--- src/rtl/tpas_pkg.sv ---
// Shared widths, constants and control types for the trace peak amplitude and SNR block.
`default_nettype none

package tpas_pkg;

    localparam int SAMPLE_W      = 24;
    localparam int INDEX_W       = 16;
    localparam int SNR_W         = 32;
    localparam int FRAC_BITS     = 8;
    localparam int MAX_TRACE_LEN = 65536;
    localparam int DIV_STEPS     = SNR_W;
    localparam int STEP_W        = $clog2(DIV_STEPS);

    localparam logic [INDEX_W-1:0] MAX_INDEX  = INDEX_W'(MAX_TRACE_LEN - 1);
    localparam logic [STEP_W-1:0]  LAST_STEP  = STEP_W'(DIV_STEPS - 1);
    localparam logic [SNR_W-1:0]   SNR_SAT    = {SNR_W{1'b1}};

    typedef struct packed {
        logic sample_take;
        logic trace_end;
        logic div_step;
        logic out_load;
    } tpas_cmd_t;

    typedef struct packed {
        logic div_last;
    } tpas_sts_t;

endpackage

`default_nettype wire

--- src/rtl/tpas_in_if.sv ---
// Sample channel: valid/ready handshake carrying one trace sample and its end-of-trace flag.
`default_nettype none

interface tpas_in_if;
    logic                                 valid;
    logic                                 ready;
    logic signed [tpas_pkg::SAMPLE_W-1:0] sample;
    logic                                 last;

    modport source (output valid, output sample, output last, input ready);
    modport sink (input valid, input sample, input last, output ready);
endinterface

`default_nettype wire

--- src/rtl/tpas_out_if.sv ---
// Result channel: valid/ready handshake carrying peak amplitude, position and SNR.
`default_nettype none

interface tpas_out_if;
    logic                          valid;
    logic                          ready;
    logic [tpas_pkg::SAMPLE_W-1:0] amplitude;
    logic [tpas_pkg::INDEX_W-1:0]  peak_position;
    logic [tpas_pkg::SNR_W-1:0]    snr;
    logic                          noise_zero;

    modport source (output valid, output amplitude, output peak_position, output snr,
                    output noise_zero, input ready);
    modport sink (input valid, input amplitude, input peak_position, input snr,
                  input noise_zero, output ready);
endinterface

`default_nettype wire

--- src/rtl/tpas_ctrl.sv ---
// Controller: sample intake, serial divide sequencing and result register handshake.
`default_nettype none

module tpas_ctrl (
    input  wire logic                clk,
    input  wire logic                rst_n,
    input  wire logic                in_valid,
    input  wire logic                in_last,
    output logic                     in_ready,
    output logic                     out_valid,
    input  wire logic                out_ready,
    input  wire tpas_pkg::tpas_sts_t sts,
    output tpas_pkg::tpas_cmd_t      cmd
);

    typedef enum logic [1:0] {
        ST_RUN,
        ST_DIV,
        ST_WAIT
    } state_t;

    state_t state_reg;
    state_t state_next;
    logic   out_valid_reg;
    logic   out_valid_next;
    logic   out_free;

    assign out_free  = !out_valid_reg || out_ready;
    assign in_ready  = (state_reg == ST_RUN);
    assign out_valid = out_valid_reg;

    always_comb
    begin
        state_next      = state_reg;
        cmd.sample_take = 1'b0;
        cmd.trace_end   = 1'b0;
        cmd.div_step    = 1'b0;
        cmd.out_load    = 1'b0;
        case (state_reg)
            ST_RUN:
            begin
                cmd.sample_take = in_valid;
                cmd.trace_end   = in_valid && in_last;
                if (in_valid && in_last)
                begin
                    state_next = ST_DIV;
                end
            end
            ST_DIV:
            begin
                cmd.div_step = 1'b1;
                if (sts.div_last)
                begin
                    if (out_free)
                    begin
                        cmd.out_load = 1'b1;
                        state_next   = ST_RUN;
                    end
                    else
                    begin
                        state_next = ST_WAIT;
                    end
                end
            end
            ST_WAIT:
            begin
                if (out_free)
                begin
                    cmd.out_load = 1'b1;
                    state_next   = ST_RUN;
                end
            end
            default:
            begin
                state_next = ST_RUN;
            end
        endcase

        out_valid_next = out_valid_reg;
        if (cmd.out_load)
        begin
            out_valid_next = 1'b1;
        end
        else if (out_ready)
        begin
            out_valid_next = 1'b0;
        end
    end

    always_ff @(posedge clk or negedge rst_n)
    begin
        if (!rst_n)
        begin
            state_reg     <= ST_RUN;
            out_valid_reg <= 1'b0;
        end
        else
        begin
            state_reg     <= state_next;
            out_valid_reg <= out_valid_next;
        end
    end

endmodule

`default_nettype wire

--- src/rtl/tpas_dp.sv ---
// Datapath: onset register, noise and signal peak trackers, restoring divider, result register.
`default_nettype none

module tpas_dp (
    input  wire logic                                 clk,
    input  wire logic                                 rst_n,
    input  wire logic                                 cfg_we,
    input  wire logic [tpas_pkg::INDEX_W-1:0]         cfg_data,
    input  wire logic signed [tpas_pkg::SAMPLE_W-1:0] sample,
    input  wire tpas_pkg::tpas_cmd_t                  cmd,
    output tpas_pkg::tpas_sts_t                       sts,
    output logic [tpas_pkg::SAMPLE_W-1:0]             amplitude,
    output logic [tpas_pkg::INDEX_W-1:0]              peak_position,
    output logic [tpas_pkg::SNR_W-1:0]                snr,
    output logic                                      noise_zero
);

    localparam int SW = tpas_pkg::SAMPLE_W;
    localparam int IW = tpas_pkg::INDEX_W;
    localparam int QW = tpas_pkg::SNR_W;

    logic [IW-1:0] onset_reg;
    logic [IW-1:0] count_reg;
    logic [SW-1:0] noise_reg;
    logic [SW-1:0] sig_reg;
    logic [IW-1:0] sig_idx_reg;

    logic [SW-1:0] amp_reg;
    logic [IW-1:0] pos_reg;
    logic [QW-1:0] quot_reg;
    logic [SW-1:0] divisor_reg;
    logic [SW-1:0] rem_reg;
    logic [tpas_pkg::STEP_W-1:0] step_reg;

    logic [SW-1:0] out_amp_reg;
    logic [IW-1:0] out_pos_reg;
    logic [QW-1:0] out_snr_reg;
    logic          out_nz_reg;

    logic [SW-1:0] sample_u;
    logic [SW-1:0] mag;
    logic          is_noise;
    logic          sig_hit;
    logic [SW-1:0] noise_next;
    logic [SW-1:0] sig_next;
    logic [IW-1:0] sig_idx_next;
    logic [IW-1:0] count_next;

    logic [SW:0]   rem_shift;
    logic [SW+1:0] diff;
    logic          fits;
    logic [SW-1:0] rem_next;
    logic [QW-1:0] quot_next;
    logic [QW-1:0] quot_final;

    assign sample_u = SW'(unsigned'(sample));
    assign mag      = sample_u[SW-1] ? (~sample_u + SW'(1)) : sample_u;
    assign is_noise = (count_reg < onset_reg);
    assign sig_hit  = !is_noise && (mag > sig_reg);

    assign noise_next   = (is_noise && (mag > noise_reg)) ? mag : noise_reg;
    assign sig_next     = sig_hit ? mag : sig_reg;
    assign sig_idx_next = sig_hit ? count_reg : sig_idx_reg;
    assign count_next   = (count_reg == tpas_pkg::MAX_INDEX) ? count_reg : count_reg + IW'(1);

    assign rem_shift = {rem_reg, quot_reg[QW-1]};
    assign diff      = {1'b0, rem_shift} - {2'b00, divisor_reg};
    assign fits      = !diff[SW+1];
    assign rem_next  = fits ? diff[SW-1:0] : rem_shift[SW-1:0];
    assign quot_next = {quot_reg[QW-2:0], fits};
    assign quot_final = cmd.div_step ? quot_next : quot_reg;

    assign sts.div_last = (step_reg == tpas_pkg::LAST_STEP);

    assign amplitude     = out_amp_reg;
    assign peak_position = out_pos_reg;
    assign snr           = out_snr_reg;
    assign noise_zero    = out_nz_reg;

    always_ff @(posedge clk or negedge rst_n)
    begin
        if (!rst_n)
        begin
            onset_reg <= '0;
            count_reg <= '0;
            noise_reg <= '0;
            sig_reg   <= '0;
            step_reg  <= '0;
        end
        else
        begin
            if (cfg_we)
            begin
                onset_reg <= cfg_data;
            end
            if (cmd.trace_end)
            begin
                count_reg <= '0;
                noise_reg <= '0;
                sig_reg   <= '0;
                step_reg  <= '0;
            end
            else
            begin
                if (cmd.sample_take)
                begin
                    count_reg <= count_next;
                    noise_reg <= noise_next;
                    sig_reg   <= sig_next;
                end
                if (cmd.div_step)
                begin
                    step_reg <= step_reg + tpas_pkg::STEP_W'(1);
                end
            end
        end
    end

    always_ff @(posedge clk)
    begin
        if (cmd.sample_take)
        begin
            sig_idx_reg <= sig_idx_next;
        end
        if (cmd.trace_end)
        begin
            amp_reg     <= sig_next;
            pos_reg     <= (sig_next != '0) ? sig_idx_next : onset_reg;
            quot_reg    <= QW'({sig_next, {tpas_pkg::FRAC_BITS{1'b0}}});
            divisor_reg <= noise_next;
            rem_reg     <= '0;
        end
        else if (cmd.div_step)
        begin
            quot_reg <= quot_next;
            rem_reg  <= rem_next;
        end
        if (cmd.out_load)
        begin
            out_amp_reg <= amp_reg;
            out_pos_reg <= pos_reg;
            out_nz_reg  <= (divisor_reg == '0);
            out_snr_reg <= (divisor_reg == '0) ? tpas_pkg::SNR_SAT : quot_final;
        end
    end

endmodule

`default_nettype wire

--- src/rtl/trace_peak_amplitude_snr_core.sv ---
// Top level of the trace peak amplitude and SNR block.
//
// samples: one signed 24-bit trace sample per item, last marks the final one.
// results: one item per trace with amplitude, peak_position, snr (Q24.8) and
//          noise_zero. The user must write onset_index with cfg_we/cfg_data
// only while the block is idle; the block itself does not enforce this.
// Samples before onset_index set the noise peak, later ones the signal peak.
// Throughput: one sample per cycle within a trace. On the last sample the
// block runs a restoring divider, one quotient bit per cycle; the result
// is loaded into the output register when the last bit is done, and samples
// is not ready while the divider runs.
// The result sits in an output register; a new trace is taken while it waits.
// If the receiver still holds the previous result when the next quotient is
// done, the block holds the quotient and keeps samples stalled until the
// output register frees up.
// Reset clears onset_index to 0, the trace state and the output valid flag.
`default_nettype none

module trace_peak_amplitude_snr_core (
    input  wire logic                         clk,
    input  wire logic                         rst_n,
    input  wire logic                         cfg_we,
    input  wire logic [tpas_pkg::INDEX_W-1:0] cfg_data,
    tpas_in_if.sink                           samples,
    tpas_out_if.source                        results
);

    tpas_pkg::tpas_cmd_t cmd;
    tpas_pkg::tpas_sts_t sts;

    tpas_ctrl u_ctrl (
        .clk       (clk),
        .rst_n     (rst_n),
        .in_valid  (samples.valid),
        .in_last   (samples.last),
        .in_ready  (samples.ready),
        .out_valid (results.valid),
        .out_ready (results.ready),
        .sts       (sts),
        .cmd       (cmd)
    );

    tpas_dp u_dp (
        .clk           (clk),
        .rst_n         (rst_n),
        .cfg_we        (cfg_we),
        .cfg_data      (cfg_data),
        .sample        (samples.sample),
        .cmd           (cmd),
        .sts           (sts),
        .amplitude     (results.amplitude),
        .peak_position (results.peak_position),
        .snr           (results.snr),
        .noise_zero    (results.noise_zero)
    );

`ifndef NO_ASSERTIONS
    a_busy_after_last: assert property (@(posedge clk) disable iff (!rst_n)
        samples.valid && samples.ready && samples.last |=> !samples.ready)
        else $error("samples accepted while divider busy");

    a_nz_saturates: assert property (@(posedge clk) disable iff (!rst_n)
        results.valid && results.noise_zero |-> results.snr == tpas_pkg::SNR_SAT)
        else $error("zero noise peak without saturated snr");

    a_amp_range: assert property (@(posedge clk) disable iff (!rst_n)
        results.valid |-> results.amplitude <= 24'h800000)
        else $error("amplitude out of range");

    a_one_cmd: assert property (@(posedge clk) disable iff (!rst_n)
        !(cmd.sample_take && cmd.div_step))
        else $error("sample taken during divide");
`endif

endmodule

`default_nettype wire
--- src/flat_wrapper.sv ---
// flat-port wrapper written by rule: the top's interface ports become plain ports
module trace_peak_amplitude_snr_core_flat 
  (clk, rst_n, cfg_we, cfg_data, samples_valid, samples_sample, samples_last, samples_ready, results_valid, results_amplitude, results_peak_position, results_snr, results_noise_zero, results_ready);
  tpas_in_if samples_i ();
  tpas_out_if results_i ();
  input  wire logic clk;
  input  wire logic rst_n;
  input  wire logic cfg_we;
  input  wire logic [tpas_pkg::INDEX_W-1:0] cfg_data;
  input wire logic [$bits(samples_i.valid)-1:0] samples_valid;
  input wire logic [$bits(samples_i.sample)-1:0] samples_sample;
  input wire logic [$bits(samples_i.last)-1:0] samples_last;
  output wire logic [$bits(samples_i.ready)-1:0] samples_ready;
  output wire logic [$bits(results_i.valid)-1:0] results_valid;
  output wire logic [$bits(results_i.amplitude)-1:0] results_amplitude;
  output wire logic [$bits(results_i.peak_position)-1:0] results_peak_position;
  output wire logic [$bits(results_i.snr)-1:0] results_snr;
  output wire logic [$bits(results_i.noise_zero)-1:0] results_noise_zero;
  input wire logic [$bits(results_i.ready)-1:0] results_ready;
  assign samples_i.valid = samples_valid;
  assign samples_i.sample = samples_sample;
  assign samples_i.last = samples_last;
  assign samples_ready = samples_i.ready;
  assign results_valid = results_i.valid;
  assign results_amplitude = results_i.amplitude;
  assign results_peak_position = results_i.peak_position;
  assign results_snr = results_i.snr;
  assign results_noise_zero = results_i.noise_zero;
  assign results_i.ready = results_ready;
  trace_peak_amplitude_snr_core u_core (.clk(clk), .rst_n(rst_n), .cfg_we(cfg_we), .cfg_data(cfg_data), .samples(samples_i), .results(results_i));
endmodule
--- config.mk ---
export PLATFORM = sky130hd
export DESIGN_NAME = trace_peak_amplitude_snr_core_flat
export DESIGN_NICKNAME = d
export VERILOG_FILES = /design/src/rtl/tpas_pkg.sv /design/src/rtl/tpas_in_if.sv /design/src/rtl/tpas_out_if.sv /design/src/rtl/tpas_ctrl.sv /design/src/rtl/tpas_dp.sv /design/src/rtl/trace_peak_amplitude_snr_core.sv /design/src/flat_wrapper.sv
export SDC_FILE = /design/constraint.sdc
export NUM_CORES = 1
export LEC_CHECK = 0
export BUFFER_PORTS_ARGS = -buffer_cell sky130_fd_sc_hd__buf_4
export CAP_MARGIN = 20
export CORE_MARGIN = 2
export CORE_UTILIZATION = 50
export DETAILED_ROUTE_END_ITERATION = 6
export GPL_TIMING_DRIVEN = 0
export PLACE_DENSITY = 0.68
export SLEW_MARGIN = 0
export SYNTH_ARGS = -nofsm -noshare
export SYNTH_HDL_FRONTEND = slang
export SYNTH_HIERARCHICAL = 1
export SYNTH_SLANG_ARGS = --single-unit
--- constraint.sdc ---
create_clock -name clk -period 4.4 [get_ports clk]
set_clock_uncertainty 0.15 [all_clocks]
set_input_delay 0.44 -clock clk [delete_from_list [all_inputs] [get_ports clk]]
set_output_delay 0.44 -clock clk [all_outputs]
set_load 0.1 [all_outputs]
**Word level (Yosys, flattened, before mapping)**

Index checks and enable logic that the tools add are counted.

- Register bits after elaboration: 297
- Bits in latches: 0
- Memory bits (writable): 0
- Memory bits (read-only): 0
- Bits of input ports: 46
- Word-level logic and storage cells: 78
- Memories kept: 0

- $add $sub $neg: 4
- Multipliers: 0
- Divide/modulo/power cells: 0
- Order comparisons: 3
- Eq/ne operators: 8
- Shift operators: 0
- Mux-type cells: 29
- Bitwise logic cells: 1
- Reduce and logical (&&, ||, !) cells: 15

Operator list:

| operator | count |
|---|---|
| 24-bit two-way mux | 8 |
| 16-bit two-way mux | 5 |
| 32-bit two-way mux | 2 |
| 24-bit greater-than comparator | 2 |
| 25-bit by 24-bit subtractor with 26-bit output | 1 |
| 24-bit by 1-bit adder with 24-bit output (second input constant) | 1 |
| 24-bit zero test | 1 |
| 24-bit inverter | 1 |
| 24-bit nonzero test | 1 |
| 16-bit by 1-bit adder with 16-bit output (second input constant) | 1 |
| 16-bit equality test (second input constant) | 1 |
| 16-bit less-than comparator | 1 |
| 2-bit two-way mux | 5 |
| 5-bit two-way mux | 2 |
| 2-bit by 1-bit != test with 1-bit output (second input constant) | 3 |
| 2-bit one-hot mux with 3 select lines | 1 |
| 2-bit nonzero test | 3 |
| 5-bit by 1-bit adder with 5-bit output (second input constant) | 1 |
| 5-bit equality test (second input constant) | 1 |
| 1-bit two-way mux | 5 |
| 1-bit logical AND | 3 |
| 1-bit zero test | 3 |
| 3-bit AND reduction | 1 |
| 2-bit by 1-bit equality test with 1-bit output (second input constant) | 1 |
| 6 further kinds | 6 |

**Depth between registers and ports, before layout**

Gate-level depths: netlist of the first run.

- Depth after elaboration: 8
- Mapped depth: 17

**Modules after synthesis**

Netlist of the first run, hierarchy kept.

Modules (own cells, without submodules):

| module | times used | cells each | area an instance (um^2) | sequential area each (um^2) |
|---|---|---|---|---|
| tpas_dp | 1 | 1422 | 15028.2 | 7842.5 |
| tpas_ctrl | 1 | 26 | 282.8 | 75.1 |

**Worst setup path after synthesis of the first run**

Ideal clock, no wire load.

- Path kind: flip-flop to flip-flop
- From: register u_core.u_ctrl.state_reg[1]
- To: register u_core.u_dp.count_reg[13]
- Setup time: 78 ps
- Data arrival time: 4580 ps
- Required time: 4172 ps
- Slack: -408 ps
- Stages on the path, launching flop included: 12
- Buffers on the path: 2
- Period minus slack after synthesis: 4808 ps
- Cells stage by stage: dfrtp_1 -> inv_1 -> ha_1 -> and3_1 -> clkbuf_1 -> inv_2 -> nand2_1 -> nand4_1 -> or2_2 -> clkbuf_1 -> or3_1 -> a21oi_1

RTL lines:

| element | line | source |
|---|---|---|
| start, declared | tpas_ctrl.sv:22 | `state_t state_reg;` |
| start signal, assigned | tpas_ctrl.sv:99 | `state_reg <= state_next;` |
| end signal, assigned | tpas_dp.sv:107 | `count_reg <= count_next;` |
| end, declared | tpas_dp.sv:23 | `logic [IW-1:0] count_reg;` |

**Final worst setup path of the first run**

- From: input port samples_sample[0]
- To: register u_core.u_dp.pos_reg[7] (data pin)

- Word-level cells in the longest chain between the ends: 8
- Elaborated cells between the ends (all ways): 9
- Those cells by class: add/sub (1); order compare (1); mux (4); bitwise (1); reduce/logical (2)

Ends and longest elaborated chain:

| element | line | source |
|---|---|---|
| start, declared | flat_wrapper.sv:11 | `input wire logic [$bits(samples_i.sample)-1:0] samples_sample;` |
| 24-bit inverter | tpas_dp.sv:57 | `assign mag = sample_u[SW-1] ? (~sample_u + SW'(1)) : sample_u;` |
| 24-bit by 1-bit adder with 24-bit output | tpas_dp.sv:57 |  |
| 24-bit two-way mux * | tpas_dp.sv:57 |  |
| 24-bit greater-than comparator | tpas_dp.sv:59 | `assign sig_hit = !is_noise && (mag > sig_reg);` |
| 1-bit logical AND | tpas_dp.sv:59 |  |
| 24-bit two-way mux | tpas_dp.sv:62 | `assign sig_next = sig_hit ? mag : sig_reg;` |
| 24-bit nonzero test | tpas_dp.sv:128 | `pos_reg <= (sig_next != '0) ? sig_idx_next : onset_reg;` |
| 16-bit two-way mux * | tpas_dp.sv:128 |  |
| end signal, assigned | tpas_dp.sv:128 |  |
| end, declared | tpas_dp.sv:29 | `logic [IW-1:0] pos_reg;` |

Every way passes the cells marked *; elsewhere a longest branch is shown, timed or not.
A chain may end at the register's enable or synchronous reset.

==> run metrics, run 1 <==
run status finished, final reports clean; number of maximum-capacitance violations 0; fraction of layout cells with a size suffix above 1 17.9%; final hold viol count 0; number of clock buffers inserted by TritonCTS 31; number of nets in the final layout between 1500 and 2000; Port Buf Inserts 119; most frequent standard cell in the layout excluding fill and tap cells nor2_1; clock latency on the worst-skew pair 570 ps; worst min-delay path endpoint u_core/u_dp/sig_reg[0]; share of power burned in registers 36.6%; number of placed instances with taps included 1964; clock tree root buffer cell clkbuf_16; switching fraction of total power roughly 36%; FP Rows 64; final sum of negative setup slack 0 ps; maximum number of buffers from clock root to sink 3; critical path capture point type flop; total cell area at the placement stage 0.0167 mm2; I/O pin cnt 121; Core Box Area 0.0303 mm2; Finished Cell Area 0.0184 mm2; #FFs+latches synth slightly below 300; average cell area after synthesis 10.6 um2; post-synthesis share of cell area spent on xor and xnor gates 3.03%; number of cells traversed by the worst hold path 3; Chip Width roughly 180 um; complex-gate fraction of the synthesized area 15.6%; upper clock frequency limit 0.235 GHz; largest area contributor in the synthesized netlist edfxtp_1; critical path launch point type input pin; effective utilization at floorplan 50.4%; number of design-rule violations left by the first detailed-router iteration approximately 1000; cell area power density 591 mW/mm2; clock power share roughly a quarter; antenna violations before repair 0; antenna violation net count after detailed routing 0; final core occ a little over 60%; number of slew-limit violations in the final report 0; pin count of the biggest net entering global routing 74; number of detailed-route iterations in the first pass 7; synth top area cells edfxtp_1, dfrtp_1, ha_1; area taken by multi-input logic gates approximately 0.0070 mm2; final critical path time including I/O delays and setup 4250 ps; highest-count cells in the layout ignoring fill and taps nor2_1, edfxtp_1, buf_4; routed wire length per instance roughly 19 um; post-detailed-route DRC marker count 0; half-perimeter wire length after placement 27.8 mm; required time worst endpoint around 4600 ps; syn_nets 1590; critical path depth in cells 19; height of the die 179 um; number of vias in the routed layout approximately 12000; share of synthesized area spent on multiplexers 4.30%; clk sinks 297; static leakage power 7.88 nW; P_int approximately 0.0069 W; Post-Synthesis Cells 1448; number of antenna diodes 0; CTS tree yes; max-slew headroom at the worst pin 37.1%; synth-to-layout area growth 20.0%; Worst EP arrival around 4400 ps; NetSw 0.00393 W; global placement routability congestion 0.917; final standard cell count with taps included and fillers excluded 2051; area taken by flip-flops and latches 0.00792 mm2; startpoint of the tightest hold check path samples_sample[0]; number of cell instances on the worst register-to-register path 12; combinational family with the most area after synthesis compound AO/OA/AOI/OAI gates; vias in the first global route around 11000; adder and majority gate portion of the synthesized area 7.89%; biggest fanout along the worst timing path 10; overflow left after global routing 0; GRT Total Usage between 20% and 30%; type of the worst min-delay path in -> reg; share of the synthesized area in the top cell type a little under a third; most frequently used flop master after synthesis edfxtp_1; number of enable-type register cells in the synthesized netlist roughly 150; category of the most critical setup path in -> reg; simple-gate area share of the yosys netlist about an eighth; H-tree depth 1; final critical-path share of the clock period 96.6%; part of the Yosys area used for sequential elements between 50 and 60%; measured slew at the worst slew-check pin approximately 940 ps; count of endpoints failing setup in the final report 0; overall die area 0.0320 mm2; highest-delay cell along the critical path or4b_4; final-layout fill cell count between 2000 and 2500; synthesized cell area 0.0153 mm2; post-detailed-routing wire length 39.0 mm; buffer and inverter count on the worst path 5; register-to-register path setup slack 320 ps; warnings from Yosys 6; relative contribution of combinational cells to total power 39.0%; highest ir drop seen on vdd 0.000352 V; synth unique cells 75; R2R Path End u_core/u_dp/rem_reg[3]; global-route wire length before repair 61.0 mm; routed vias/inst around 5.7; Top Family by Delay on Critical Path compound AO/OA/AOI/OAI gates; ordered list of cells on the worst path buf_4 > inv_1 > ha_2 > or4b_4 > o41ai_4 > xnor2_2 > ha_1 > a21o_1 > a21o_1 > a21oi_1 > o21ai_0 > a21oi_1 > a211oi_2 > buf_4 > or2_2 > clkbuf_1 > buf_2 > o22ai_1 > nor2_1; maximum cell stage delay along the critical path 490 ps; Clock transition at path regs ~60 ps; post-synthesis async set-or-reset flop share 29.6%; Reg2Reg Launch Point u_core/u_dp/divisor_reg[1]
-- tightest hold or removal path: stages --
cell,delay [ps]
buf_4,150
nand2_1,60
a21oi_1,50
-- Yosys cell counts (5+ instances only) --
cell and instances:
nand2_1 85, dfxtp_1 56, nand2b_1 8, o211a_1 9, nor4_1 18, o21a_1 6
clkbuf_1 62, o31ai_1 8, edfxtp_1 153, nor3_1 7, ha_1 95, xor2_1 22
a21oi_1 46, o22ai_1 16, mux2i_1 17, nor2_1 194, dfrtp_1 88, nor2b_1 33
mux2_2 42, nand3_1 12, or3_1 7, o21ai_0 67, inv_1 104, a211o_1 26
o211ai_1 10, xnor2_1 31, and3_1 5, nand4_1 25, a21o_1 27, a211oi_1 84
-- routing by layer --
metal	track usage, %	up-vias	wire, um
met5	0	-	0
met1	35.3	5653	18200
met2	38.7	353	17500
li1	-	5630	-
met4	6.37	0	942
met3	3.52	58	2360
-- worst max path at each step --
stage | startpoint | end
after floorplan | samples_sample[8] | u_core/u_dp/sig_idx_reg[10]
after global placement | samples_sample[10] | u_core/u_dp/sig_idx_reg[5]
after detailed placement | samples_sample[8] | u_core/u_dp/sig_idx_reg[8]
after CTS | samples_sample[0] | u_core/u_dp/noise_reg[7]
after global routing | samples_sample[5] | u_core/u_dp/pos_reg[13]
final | samples_sample[0] | u_core/u_dp/pos_reg[7]
-- stage by stage --
stage                     total power (W)  setup WS (ps)  hold slack [ps]
after floorplan                   0.00705           17.9            -5.59
after global placement            0.00798          -1080              253
after detailed placement          0.00809          -1160              225
after CTS                          0.0108           5.84             12.1
after global routing               0.0116          -1.66             27.5
final                              0.0109            148             26.1
-- power groups by stage --
stage               clock network, W  registers, W  logic [W]
global route                 0.00281       0.00403    0.00474
CTS                          0.00270       0.00397    0.00414
global placement                   0       0.00400    0.00398
detailed placement                 0       0.00402    0.00407
floorplan                          0       0.00395    0.00310
finish                       0.00265       0.00397    0.00424
-- cells by family (layout without fill, tap and decap cells) --
kind of cell,after synthesis,count (layout)
simple gates,424,424
compound gates,341,341
xor+xnor,53,53
flops,297,297
fa+ha+maj,96,96
mux,60,60
buf+inv,177,384
-- area by class of cell --
| cell class | instances | area share (%) |
|---|---|---|
| flip-flops and latches | 297 | 43.1 |
| multi-input cells | 974 | 38.1 |
| repair buffers | 150 | 6.59 |
| clock buffers | 38 | 4.59 |
| well taps | 396 | 2.70 |
| inverters | 108 | 2.21 |
| plain buffers | 68 | 1.60 |
| clock inverters | 20 | 1.10 |
-- repair_timing --
action / in CTS / in global routing
hold buffers: 18 / 0
resized for setup: 26 / 41
endpoints found under the setup margin: 146 / 139
setup buffers: 3 / 8
pin swaps: 1 / 7
endpoints found under the hold margin: 38 / 0
Power figures use the tool's default switching activity.
==> inputs of run 2 (changes only) <==
- CORE_UTILIZATION: 50 -> 25
- MAX_ROUTING_LAYER: unset -> met4
- PLACE_DENSITY: 0.68 -> unset
==> run 2 against run 1 <==
Compared with the run above:
- critical path type unchanged
- hold slack improved by 62 ps
- first-iteration DRC count decreased by 8.6%
- sequential cell count unchanged
- clock power increased by 7%
- critical path depth unchanged
- global-route usage decreased by 10 points
- count of clock-buffer cells in the layout increased by 5
- final cell count increased by 19%
- sequential share of layout area decreased by 1.4 points
- die area increased by 97%
- power increased by 2.3%
- fmax decreased by 0.83%
==> run metrics, run 2 (same netlist as run 1, synthesis figures left out) <==
critical path launch point type input pin; startpoint of the tightest hold check path samples_sample[0]; highest ir drop seen on vdd between 0.0002 and 0.00025 V; biggest fanout along the worst timing path 10; highest-count cells in the layout ignoring fill and taps nor2_1, edfxtp_1, buf_4; pin count of the biggest net entering global routing 74; global placement routability congestion between 0.9 and 1; number of cell instances on the worst register-to-register path 12; Port Buf Inserts 119; number of design-rule violations left by the first detailed-router iteration 930; R2R Path End u_core/u_dp/pos_reg[7]; maximum number of buffers from clock root to sink 3; routed vias/inst 4.80; GRT Total Usage 14.2%; routed wire length per instance around 18 um; category of the most critical setup path in -> reg; Core Box Area between 0.06 and 0.07 mm2; final critical-path share of the clock period 97.4%; static leakage power 7.94 nW; Worst EP arrival roughly 4400 ps; number of maximum-capacitance violations 0; number of antenna diodes 0; dpl ws -1340 ps; NetSw 0.00408 W; clk sinks ~300; antenna violation net count after detailed routing 0; required time worst endpoint approximately 4500 ps; number of cells traversed by the worst hold path 3; I/O pin cnt approximately 120; overflow left after global routing 0; vias in the first global route 11600; run status finished, final reports clean; worst min-delay path endpoint u_core/u_dp/sig_reg[0]; count of endpoints failing setup in the final report 0; overall die area 0.0632 mm2; final hold viol count 0; Reg2Reg Launch Point u_core/u_dp/count_reg[5]; post-detailed-routing wire length 44.3 mm; final core occ 31.4%; post-detailed-route DRC marker count 0; Clock transition at path regs ~60 ps; share of power burned in registers about 36%; synth-to-layout area growth 24.0%; final-layout fill cell count 6101; upper clock frequency limit 0.233 GHz; most frequent standard cell in the layout excluding fill and tap cells nor2_1; antenna violations before repair 0; clock tree root buffer cell clkbuf_16; type of the worst min-delay path in -> reg; Chip Width 251 um; clock power share 25.5%; H-tree depth 2; number of clock buffers inserted by TritonCTS 34; register-to-register path setup slack approximately 400 ps; number of detailed-route iterations in the first pass 5; FP Rows 90; relative contribution of combinational cells to total power 38.6%; fraction of layout cells with a size suffix above 1 18.1%; CTS tree yes; slack of the critical path about 110 ps; final critical path time including I/O delays and setup approximately 4300 ps; switching fraction of total power 36.7%; critical path capture point type flop; max-slew headroom at the worst pin ~30%; height of the die 251 um; number of vias in the routed layout 11700; P_int 0.00704 W; measured slew at the worst slew-check pin ~1100 ps; half-perimeter wire length after placement 33.1 mm; clock latency on the worst-skew pair 540 ps; number of slew-limit violations in the final report 0; global-route wire length before repair 67.4 mm; number of nets in the final layout 1778; cell area power density between 500 and 600 mW/mm2; effective utilization at floorplan 25.3%
-- run 2: cell types whose count changed in the layout (fill, tap and decap cells not counted), sizes merged --
cell	before	now
inv	110	108
clkbuf	97	99
buf	141	147
clkinv	14	12
clkinvlp	1	4
bufinv	3	2
-- run 2: stage by stage --
stage	setup TNS [ps]	std cells	hold slack [ps]	cell area (um2)	power, W
2_1_floorplan	0	1448	-5.59	15300	0.00705
3_3_place_gp	-147020	2349	254	17200	0.00808
3_5_place_dp	-149780	2351	242	17200	0.00820
4_1_cts	0	2431	40.7	18700	0.0111
5_1_grt	-49.7	2443	104	19000	0.0119
6_report	0	2443	87.7	19000	0.0111
-- run 2: area by class of cell --
cell class / instances / area [um2] / area share (%)
Timing Repair Buffer: 154 / 1230 / 6.50
Multi-Input combinational cell: 974 / 7050 / 37.1
Buffer: 67 / 287 / 1.51
Clock inverter: 18 / 164 / 0.863
Tap cell: 782 / 978 / 5.15
Inverter: 108 / 409 / 2.15
Clock buffer: 43 / 948 / 5.00
Sequential cell: 297 / 7920 / 41.7
-- run 2: worst max path at each step --
stage / start / endpoint / slack, ps / depth (start not counted)
floorplan: samples_sample[8] / u_core/u_dp/sig_idx_reg[10] / 20 / 12
global placement: samples_sample[8] / u_core/u_dp/sig_idx_reg[5] / -1320 / 12
detailed placement: samples_sample[10] / u_core/u_dp/sig_idx_reg[5] / -1340 / 13
CTS: samples_sample[0] / u_core/u_dp/pos_reg[7] / 5 / 19
global route: samples_sample[5] / u_core/u_dp/divisor_reg[16] / -10 / 17
finish: samples_sample[0] / u_core/u_dp/pos_reg[7] / 110 / 19
-- run 2: worst max-delay path, cell delays in order --
cell and delay [ps]:
buf_4 170, clkinvlp_4 140, ha_2 250, or4b_4 490
o41ai_2 310, xnor2_2 200, ha_1 230, a21o_1 170
a21o_1 170, a21oi_1 180, o21ai_0 130, a21oi_2 230
a211oi_4 90, buf_4 220, or2_2 310, clkbuf_1 190
buf_2 220, o22ai_1 190, nor2_1 100
-- run 2: power groups by stage --
stage                     logic, W  registers, W  clock network [W]
after floorplan            0.00310       0.00395                  0
after global placement     0.00404       0.00403                  0
after detailed placement   0.00416       0.00404                  0
after CTS                  0.00423       0.00399            0.00291
after global routing       0.00480       0.00406            0.00301
final                      0.00429       0.00400            0.00283
-- run 2: per-layer routing --
layer	GRT usage, %	vias up	routed length (um)
li1	-	5633	-
met1	18.5	5616	19600
met2	21.3	388	19800
met3	3.48	94	3340
met4	5.10	0	1550
met5	-	-	0
-- run 2: repair_timing --
action	in CTS	in global routing
resized for setup	32	39
hold buffers	18	0
buffers inserted	2	13
pin swaps	1	5
setup endpoints to repair	146	103
hold endpoints to repair	39	0
